**src/rtl/bpyb_pkg.sv**
```systemverilog
`default_nettype none
package bpyb_pkg;

	localparam int PriceW = 48;
	localparam int YieldW = 31;
	localparam int FactW = 33;
	localparam int MaxPaymentsDef = 128;

	// 200 percent in yield format; the per-period factor is DenBase / (DenBase + y).
	localparam logic [63:0] DenBase = 64'd3355443200;
	localparam logic [YieldW-1:0] YieldFull = 31'd1677721600;

	typedef enum logic [2:0] {
		CFG_FACE   = 3'd0,
		CFG_COUPON = 3'd1,
		CFG_COUNT  = 3'd2,
		CFG_TOL    = 3'd3,
		CFG_LIMIT  = 3'd4
	} cfg_reg_t;

	typedef struct packed {
		logic [PriceW-1:0] face;
		logic [PriceW-1:0] coupon;
		logic [7:0]        count;
	} price_cfg_t;

endpackage
`default_nettype wire

```
**src/rtl/bpyb_div.sv**
```systemverilog
`default_nettype none
// Restoring divider, one quotient bit per cycle, for the discount factor.
module bpyb_div import bpyb_pkg::*; (
	input  wire logic             clk,
	input  wire logic             arst_n,
	input  wire logic             start,
	input  wire logic [FactW-1:0] den,
	output logic                  done,
	output logic [FactW-1:0]      quot
);

	logic [63:0]      num_q;
	logic [63:0]      quo_q;
	logic [FactW-1:0] rem_q;
	logic [FactW-1:0] den_q;
	logic [6:0]       cnt_q;
	logic             busy_q;
	logic             done_q;
	logic [FactW:0]   trial;
	logic             fits;

	assign trial = {rem_q, num_q[63]};
	assign fits  = trial >= {1'b0, den_q};

	always_ff @(posedge clk or negedge arst_n) begin
		if (!arst_n) begin
			busy_q <= 1'b0;
			done_q <= 1'b0;
			cnt_q  <= '0;
		end else begin
			done_q <= !start && busy_q && (cnt_q == 7'd1);
			if (start) begin
				busy_q <= 1'b1;
				cnt_q  <= 7'd64;
			end else if (busy_q) begin
				cnt_q <= cnt_q - 7'd1;
				if (cnt_q == 7'd1) begin
					busy_q <= 1'b0;
				end
			end
		end
	end

	always_ff @(posedge clk) begin
		if (start) begin
			// Numerator is DenBase * 2^32 plus half the divisor, for round half up.
			num_q <= {DenBase[31:0], 32'd0} + {32'd0, den[FactW-1:1]};
			rem_q <= '0;
			den_q <= den;
			quo_q <= '0;
		end else if (busy_q) begin
			num_q <= {num_q[62:0], 1'b0};
			quo_q <= {quo_q[62:0], fits};
			rem_q <= fits ? FactW'(trial - {1'b0, den_q}) : FactW'(trial);
		end
	end

	assign done = done_q;
	assign quot = quo_q[FactW-1:0];

endmodule
`default_nettype wire

```
**src/rtl/bpyb_price.sv**
```systemverilog
`default_nettype none
// Prices the bond at one yield with a single shared 33x33 multiplier.
module bpyb_price import bpyb_pkg::*; #(
	parameter int MAX_PAYMENTS = MaxPaymentsDef
) (
	input  wire logic              clk,
	input  wire logic              arst_n,
	input  wire logic              start,
	input  wire logic [YieldW-1:0] yield_in,
	input  wire price_cfg_t        cfg,
	output logic                   done,
	output logic [PriceW-1:0]      price
);

	localparam int CntW = $clog2(MAX_PAYMENTS + 1);

	typedef enum logic [2:0] {
		S_IDLE, S_DIV, S_PD, S_PW, S_LO, S_HI, S_ACC, S_FIN
	} state_t;

	state_t            state_q;
	logic [CntW-1:0]   n_q;
	logic [CntW-1:0]   i_q;
	logic [CntW-1:0]   n_lim;
	logic [FactW-1:0]  d_q;
	logic [FactW-1:0]  p_q;
	logic [FactW-1:0]  t_q;
	logic [65:0]       prod_q;
	logic [63:0]       sum_q;
	logic [63:0]       rnd;
	logic [PriceW-1:0] price_q;
	logic              done_q;
	logic [FactW-1:0]  mul_a;
	logic [FactW-1:0]  mul_b;
	logic [65:0]       prod_rnd;
	logic [49:0]       cf;
	logic              div_done;
	logic [FactW-1:0]  div_quot;
	logic [FactW-1:0]  den;

	assign den = FactW'(DenBase) + FactW'(yield_in);

	bpyb_div u_div (
		.clk    (clk),
		.arst_n (arst_n),
		.start  (start),
		.den    (den),
		.done   (div_done),
		.quot   (div_quot)
	);

	always_comb begin
		if (int'(cfg.count) > MAX_PAYMENTS) n_lim = CntW'(MAX_PAYMENTS);
		else n_lim = CntW'(cfg.count);
	end

	// Half coupon on every period, face value added on the last one (17 fraction bits).
	assign cf = (i_q < n_q) ? {2'b0, cfg.coupon}
	                        : {1'b0, cfg.face, 1'b0} + {2'b0, cfg.coupon};

	always_comb begin
		mul_a = '0;
		mul_b = '0;
		case (state_q)
			S_PD: begin
				mul_a = p_q;
				mul_b = d_q;
			end
			S_LO: begin
				mul_a = {1'b0, cf[31:0]};
				mul_b = p_q;
			end
			S_HI: begin
				mul_a = FactW'(cf[49:32]);
				mul_b = p_q;
			end
			default: ;
		endcase
	end

	assign prod_rnd = prod_q + 66'h8000_0000;
	assign rnd      = (sum_q + 64'd1) >> 1;

	always_ff @(posedge clk or negedge arst_n) begin
		if (!arst_n) begin
			state_q <= S_IDLE;
			done_q  <= 1'b0;
		end else begin
			done_q <= (state_q == S_FIN);
			unique case (state_q)
				S_IDLE: if (start) state_q <= S_DIV;
				S_DIV: if (div_done) state_q <= (n_q == '0) ? S_FIN : S_PD;
				S_PD: state_q <= div_quot[FactW-1] ? S_LO : S_PW;
				S_PW: state_q <= S_LO;
				S_LO: state_q <= S_HI;
				S_HI: state_q <= S_ACC;
				S_ACC: state_q <= (i_q == n_q) ? S_FIN : S_PD;
				S_FIN: state_q <= S_IDLE;
				default: state_q <= S_IDLE;
			endcase
		end
	end

	always_ff @(posedge clk) begin
		prod_q <= mul_a * mul_b;
		case (state_q)
			S_IDLE: if (start) begin
				n_q   <= n_lim;
				i_q   <= CntW'(1);
				p_q   <= {1'b1, 32'd0};
				sum_q <= '0;
			end
			S_DIV: d_q <= div_quot;
			S_PW: p_q <= prod_rnd[64:32];
			S_HI: t_q <= prod_rnd[64:32];
			S_ACC: begin
				sum_q <= sum_q + prod_q[63:0] + 64'(t_q);
				i_q   <= i_q + CntW'(1);
			end
			S_FIN: price_q <= (|rnd[63:PriceW]) ? '1 : rnd[PriceW-1:0];
			default: ;
		endcase
	end

	assign done  = done_q;
	assign price = price_q;

endmodule
`default_nettype wire

```
**src/rtl/bond_price_and_yield_bisection.sv**
```systemverilog
`default_nettype none
// Semiannual bond price and yield calculator. An item with operation 0 prices the bond at
// yield_percent (percent, 24 fraction bits) and echoes that yield with status 0. An item
// with operation 1 searches 0 to 100 percent by bisection for the yield whose price
// matches market_price: both ends are tried first, then up to iteration_limit midpoints;
// a miss reports status 1 with zero price and yield. Prices carry 16 fraction bits and
// saturate at 48 bits. One price evaluation over N payments (capped at MAX_PAYMENTS) first
// forms the discount factor in the bit-serial divider, then works through the payments one
// by one on the one shared multiplier. Operation 0 costs one evaluation, operation 1 between
// one and iteration_limit + 2. The block takes one item at a time; in_ready is high only
// while no item is in work, and a finished result waits in the output register until
// taken. Configuration writes are always accepted and should be made while the block
// is idle.
module bond_price_and_yield_bisection import bpyb_pkg::*; #(
	parameter int MAX_PAYMENTS = MaxPaymentsDef
) (
	input  wire logic              clk,
	input  wire logic              arst_n,
	input  wire logic              cfg_valid,
	output logic                   cfg_ready,
	input  wire logic [2:0]        cfg_index,
	input  wire logic [PriceW-1:0] cfg_data,
	input  wire logic              in_valid,
	output logic                   in_ready,
	input  wire logic              operation,
	input  wire logic [YieldW-1:0] yield_percent,
	input  wire logic [PriceW-1:0] market_price,
	output logic                   out_valid,
	input  wire logic              out_ready,
	output logic [PriceW-1:0]      bond_price,
	output logic [YieldW-1:0]      found_yield,
	output logic                   status
);

	typedef enum logic [1:0] {S_IDLE, S_START, S_WAIT, S_OUT} state_t;
	typedef enum logic [1:0] {PH_OP0, PH_LOW, PH_HIGH, PH_MID} phase_t;

	// Configuration registers.
	price_cfg_t cfg_q;
	logic [31:0] tol_q;
	logic [7:0]  limit_q;

	always_ff @(posedge clk or negedge arst_n) begin
		if (!arst_n) begin
			cfg_q.face   <= 48'd6553600;
			cfg_q.coupon <= '0;
			cfg_q.count  <= 8'd1;
			tol_q        <= 32'd655;
			limit_q      <= 8'd64;
		end else if (cfg_valid) begin
			unique case (cfg_index)
				CFG_FACE:   cfg_q.face   <= cfg_data;
				CFG_COUPON: cfg_q.coupon <= cfg_data;
				CFG_COUNT:  cfg_q.count  <= cfg_data[7:0];
				CFG_TOL:    tol_q        <= cfg_data[31:0];
				CFG_LIMIT:  limit_q      <= cfg_data[7:0];
				default: ;
			endcase
		end
	end

	assign cfg_ready = 1'b1;

	state_t            state_q;
	phase_t            phase_q;
	logic [YieldW-1:0] yin_q;
	logic [PriceW-1:0] tgt_q;
	logic [YieldW-1:0] lo_q;
	logic [YieldW-1:0] hi_q;
	logic [YieldW-1:0] eval_y_q;
	logic [7:0]        k_q;
	logic [PriceW-1:0] res_price_q;
	logic [YieldW-1:0] res_yield_q;
	logic              res_status_q;
	logic              out_valid_q;
	logic [PriceW-1:0] out_price_q;
	logic [YieldW-1:0] out_yield_q;
	logic              out_status_q;

	logic              price_done;
	logic [PriceW-1:0] price_val;
	logic              price_start;

	assign price_start = (state_q == S_START);

	bpyb_price #(
		.MAX_PAYMENTS (MAX_PAYMENTS)
	) u_price (
		.clk      (clk),
		.arst_n   (arst_n),
		.start    (price_start),
		.yield_in (eval_y_q),
		.cfg      (cfg_q),
		.done     (price_done),
		.price    (price_val)
	);

	// Decision logic on a finished evaluation.
	logic [PriceW-1:0] gap;
	logic              close;
	logic              above;
	logic              narrow;
	logic [YieldW-1:0] nlo;
	logic [YieldW-1:0] nhi;
	logic [YieldW-1:0] cur_mid;
	logic [YieldW-1:0] next_mid;
	logic [8:0]        k_next;

	always_comb begin
		above    = price_val > tgt_q;
		gap      = above ? price_val - tgt_q : tgt_q - price_val;
		close    = gap <= {16'd0, tol_q};
		narrow   = {9'd0, hi_q - lo_q} <= {tol_q, 8'd0};
		nlo      = above ? eval_y_q : lo_q;
		nhi      = above ? hi_q : eval_y_q;
		cur_mid  = YieldW'(({1'b0, lo_q} + {1'b0, hi_q}) >> 1);
		next_mid = YieldW'(({1'b0, nlo} + {1'b0, nhi}) >> 1);
		k_next   = {1'b0, k_q} + 9'd1;
	end

	assign in_ready = (state_q == S_IDLE);

	always_ff @(posedge clk or negedge arst_n) begin
		if (!arst_n) begin
			state_q     <= S_IDLE;
			phase_q     <= PH_OP0;
			out_valid_q <= 1'b0;
		end else begin
			if (out_valid_q && out_ready && state_q != S_OUT) out_valid_q <= 1'b0;
			unique case (state_q)
				S_IDLE: if (in_valid) begin
					yin_q   <= yield_percent;
					tgt_q   <= market_price;
					lo_q    <= '0;
					hi_q    <= YieldFull;
					k_q     <= '0;
					phase_q <= operation ? PH_LOW : PH_OP0;
					eval_y_q <= operation ? '0 : yield_percent;
					state_q <= S_START;
				end
				S_START: state_q <= S_WAIT;
				S_WAIT: if (price_done) begin
					// Any branch that neither succeeds nor continues reports a failure.
					unique case (phase_q)
						PH_OP0: begin
							res_price_q  <= price_val;
							res_yield_q  <= yin_q;
							res_status_q <= 1'b0;
							state_q      <= S_OUT;
						end
						PH_LOW: begin
							if (close) begin
								res_price_q  <= price_val;
								res_yield_q  <= '0;
								res_status_q <= 1'b0;
								state_q      <= S_OUT;
							end else if (!(price_val < tgt_q)) begin
								eval_y_q <= YieldFull;
								phase_q  <= PH_HIGH;
								state_q  <= S_START;
							end else begin
								res_price_q  <= '0;
								res_yield_q  <= '0;
								res_status_q <= 1'b1;
								state_q      <= S_OUT;
							end
						end
						PH_HIGH: begin
							if (close) begin
								res_price_q  <= price_val;
								res_yield_q  <= YieldFull;
								res_status_q <= 1'b0;
								state_q      <= S_OUT;
							end else if (!above && limit_q != '0) begin
								eval_y_q <= cur_mid;
								phase_q  <= PH_MID;
								state_q  <= S_START;
							end else begin
								res_price_q  <= '0;
								res_yield_q  <= '0;
								res_status_q <= 1'b1;
								state_q      <= S_OUT;
							end
						end
						PH_MID: begin
							if (close || narrow) begin
								res_price_q  <= price_val;
								res_yield_q  <= eval_y_q;
								res_status_q <= 1'b0;
								state_q      <= S_OUT;
							end else if (k_next < {1'b0, limit_q}) begin
								lo_q     <= nlo;
								hi_q     <= nhi;
								k_q      <= k_next[7:0];
								eval_y_q <= next_mid;
								state_q  <= S_START;
							end else begin
								res_price_q  <= '0;
								res_yield_q  <= '0;
								res_status_q <= 1'b1;
								state_q      <= S_OUT;
							end
						end
						default: state_q <= S_OUT;
					endcase
				end
				S_OUT: if (!out_valid_q || out_ready) begin
					out_valid_q  <= 1'b1;
					out_price_q  <= res_price_q;
					out_yield_q  <= res_yield_q;
					out_status_q <= res_status_q;
					state_q      <= S_IDLE;
				end
				default: state_q <= S_IDLE;
			endcase
		end
	end

	assign out_valid   = out_valid_q;
	assign bond_price  = out_price_q;
	assign found_yield = out_yield_q;
	assign status      = out_status_q;

	// A failed search never carries a price or a yield.
	a_fail_zero: assert property (@(posedge clk) disable iff (!arst_n)
		out_valid && status |-> bond_price == '0 && found_yield == '0)
		else $error("failure result carries nonzero fields");

	// The price unit finishes only while the sequencer waits for it.
	a_done_waiting: assert property (@(posedge clk) disable iff (!arst_n)
		price_done |-> state_q == S_WAIT)
		else $error("price unit finished outside the wait state");

	// An accepted item blocks the input until its result is out.
	a_busy_after_accept: assert property (@(posedge clk) disable iff (!arst_n)
		in_valid && in_ready |=> !in_ready)
		else $error("input ready right after accepting an item");

	// The search interval never inverts.
	a_interval: assert property (@(posedge clk) disable iff (!arst_n)
		state_q != S_IDLE |-> lo_q <= hi_q)
		else $error("bisection interval inverted");

endmodule
`default_nettype wire

```
**config.mk**
```make
export PLATFORM = sky130hd
export DESIGN_NAME = bond_price_and_yield_bisection
export DESIGN_NICKNAME = d
export VERILOG_FILES = /design/src/rtl/bpyb_pkg.sv /design/src/rtl/bpyb_div.sv /design/src/rtl/bpyb_price.sv /design/src/rtl/bond_price_and_yield_bisection.sv
export SDC_FILE = /design/constraint.sdc
export NUM_CORES = 2
export LEC_CHECK = 0
export ABC_CLOCK_PERIOD_IN_PS = 14020
export BUFFER_PORTS_ARGS = -buffer_cell sky130_fd_sc_hd__buf_4
export CORE_MARGIN = 2
export CORE_UTILIZATION = 57
export DETAILED_ROUTE_END_ITERATION = 8
export HOLD_SLACK_MARGIN = 0.05
export PLACE_DENSITY = 0.78
export SETUP_SLACK_MARGIN = 0.1
export SLEW_MARGIN = 20
export SYNTH_ARGS = -nofsm -noshare
export SYNTH_HDL_FRONTEND = slang
export SYNTH_SLANG_ARGS = --single-unit
```
**constraint.sdc**
```tcl
create_clock -name clk -period 14.02 [get_ports clk]
set_input_delay 0.701 -clock clk [delete_from_list [all_inputs] [get_ports clk]]
set_output_delay 0.701 -clock clk [all_outputs]
set_load 0.03 [all_outputs]
```
==> flow_summary.ini <==
[clock_network]
cts_setup_buffers = 0
insertion_delay_ps = 760
cts_buffers = 99
htreeDepth = 3
clk_pin_slew_ps = 60
clockRootBuffer = clkbuf_16
clock_path_buffers = 3
cts_tree = yes
clkSinkCount = 957
post_cts_resized = 0

[logic_synthesis]
netlist_area_mm2 = 0.0918
synth_seq_cells = 957
yosys.area.top_type = fa_1
synthFlopType = edfxtp_1
syn-instance-count = 9634
avgSynthCellArea_um2 = 9.53
synth.top_cells.by_area = fa_1 22%, edfxtp_1 22%, ha_1 9.5%
seq_area_frac_synth_pct = 29.0
syn_nets = 11500
synth-async-reset-ratio_pct = 16.9
ys.warnings.count = 0
ys_types = 96
synth_enable_flop_cells = 664
synth.top_cell.area_share_pct = 21.7

[placement]
placed_area_mm2 = 0.0959
port_buffers = 217
hpwl_um = 227000
place_worst_setup_slack_ps = 1230
gp_congestion = 1.05

[global_route]
antenna_found_initial = 15
track_usage_pct = 36.4
grt_first_pass_wirelength_um = 449000
grt_max_degree = 94
grt_pass1_vias = 74400
grt_overflow = 0

[finish]
fin_util_pct = 62.0
drive_gt1_share_pct = 8.19
nNetsFinal = 11500
area_delta_synth_final_pct = 8.24
num-fill-cells = 13000
design_area_mm2 = 0.0993

[critical_path]
path_class = reg -> reg
worst-endpoint-required_ps = 14690
crit_arrival_ps = 14020
reg2reg_depth = 41
crit_family = compound AO/OA/AOI/OAI gates
timing.reg2reg.setup_slack_ps = 670
cp-end-kind = flip-flop
r2r_start = cfg_q[9]
cp_slowest_stage_delay_ps = 790
critical-path-slowest-cell = a221oi_1
start_kind = flip-flop
cp-startpoint = cfg_q[9]
crit_cells = 41
cp_max_fo = 5
path_buf_inv = 5
critPathMostFrequentCell = fa_1

[timing]
setup_violations = 0
rsz0062_at_grt = false
maxSlewHeadroom_pct = 13.0
final_hold_viol_count = 0
slew_violations = 0
final.setup.worst_slack_ps = 665
tns_ps = 0
finalCriticalPeriod_ps = 13350
clock.fmax_ghz = 0.0749
clock_skew_ps = 56.9
min_period_over_period_pct = 95.3
tightest_slew_ps = 1300

[floorplan]
dieHeight_um = 405
dieArea_mm2 = 0.164
chipWidth_um = 405
design.core.area_mm2 = 0.160
row_count = 147
io_pins = 219
initial_core_util_pct = 57.3

[worst_hold_path]
holdPathStages = 1
min_from = market_price[32]
hp-class = in -> reg

[run_status]
violations = DRC
status = finished with violations

[routing]
vias = 73900
drt-total-wl_um = 299000
drt_pass1_iterations = 9
post_drt_wl_per_cell_um = 25.0
drc = 1
ant_nets = 0
drt-initial-drc-count = 7376
via_per_inst = 6.19

[power]
p_per_area_mw_per_mm2 = 208
ir_drop_uv = 233
p_leak_nw = 45.3

[run]
maxCapViolations = 0
[report_power, final]
group	switching, mW	internal, mW
Clock	1.23	1.52
Sequential	0.568	3.94
Combinational	8.78	4.61
Total	10.6	10.1
[synth_stat cells (all sizes together), types with 33 or more instances]
cell type	count
a21o	184
inv	1347
dfrtp	151
nor2	842
mux2i	84
nand3	141
o21a	68
a31oi	33
nand2b	59
o21ai	349
edfxtp	664
ha	698
and2	146
buf	66
a21oi	462
and3	53
o211ai	46
a22oi	56
clkbuf	386
xor2	155
nor2b	129
o21bai	55
a22o	64
xnor2	236
nor3	105
mux2	139
fa	997
dfxtp	131
nand2	1207
nand4	104
a211oi	43
[registers in the layout (all words and copies together), names as in the netlist, 32 cells and up]
name / cells
bond_price: 48
cfg_q: 104
res_price_q: 48
tgt_q: 48
tol_q: 32
u_price.d_q: 33
u_price.p_q: 33
u_price.price: 48
u_price.prod_q: 65
u_price.sum_q: 64
u_price.t_q: 33
u_price.u_div.den_q: 33
u_price.u_div.num_q: 64
u_price.u_div.quo_q: 33
u_price.u_div.rem_q: 33
[cells in the final DEF (no fill, tap or decap), types with 131 or more instances in the layout]
cell         n
nand3_1    141
xnor2_1    236
nor2_1     837
fa_1       997
and2_1     142
dfxtp_1    131
a21oi_1    459
o21ai_0    325
ha_1       697
buf_4      384
mux2_2     139
nand2_1   1203
a21o_1     183
xor2_1     155
edfxtp_1   664
inv_1     1345
dfrtp_1    150
[cell type report]
type                            count  area, um2  share of cell area (%)
Antenna cell                        7       17.5                  0.0176
Clock buffer                      121       2680                    2.70
Clock inverter                     67        703                   0.708
Inverter                         1347       5060                    5.09
Multi-Input combinational cell   6878      58600                    59.0
Sequential cell                   957      26600                    26.8
Tap cell                         2160       2700                    2.72
Timing Repair Buffer              389       2970                    2.99
[routing by layer]
layer,track usage [%],share of wire (%)
met1,44.0,36
met2,57.4,45
met3,9.49,11
met4,24.7,8.4
met5,0,0.033
[final timing paths]
path | end
worst min register to register | bond_price[30]
worst max-delay path | u_price.prod_q[64]
worst max register to register | u_price.prod_q[64]
min in group asynchronous | out_valid
max in group asynchronous | u_price.u_div.busy_q
worst min-delay path | tgt_q[32]
[logic make-up (layout without fill, tap and decap cells)]
kind of cell    after synthesis  in the layout  share of synthesized area [%]
buf+inv                    1799           1924                           7.45
flops                       957            957                           29.0
xor+xnor                    391            391                           3.73
simple gates               2919           2919                           14.1
mux                         223            223                           2.62
fa+ha+maj                  1695           1695                           31.3
other cells                   1              8                        0.00409
compound gates             1649           1649                           11.8
[repair_timing]
| action | in CTS | in global routing |
|---|---|---|
| hold buffers | 1 | 0 |
| endpoints found under the setup margin | 0 | 0 |
| endpoints found under the hold margin | 46 | 0 |
[through the flow]
stage | hold slack (ps) | cells | power [mW]
after CTS | 85.8 | 11900 | 20.2
final | 138 | 11900 | 20.7
after global placement | 402 | 11700 | 17.0
after global routing | 109 | 11900 | 21.8
after floorplan | 400 | 9634 | 13.0
after detailed placement | 405 | 11700 | 17.3
Note: power is estimated with default switching activity, not from simulation.
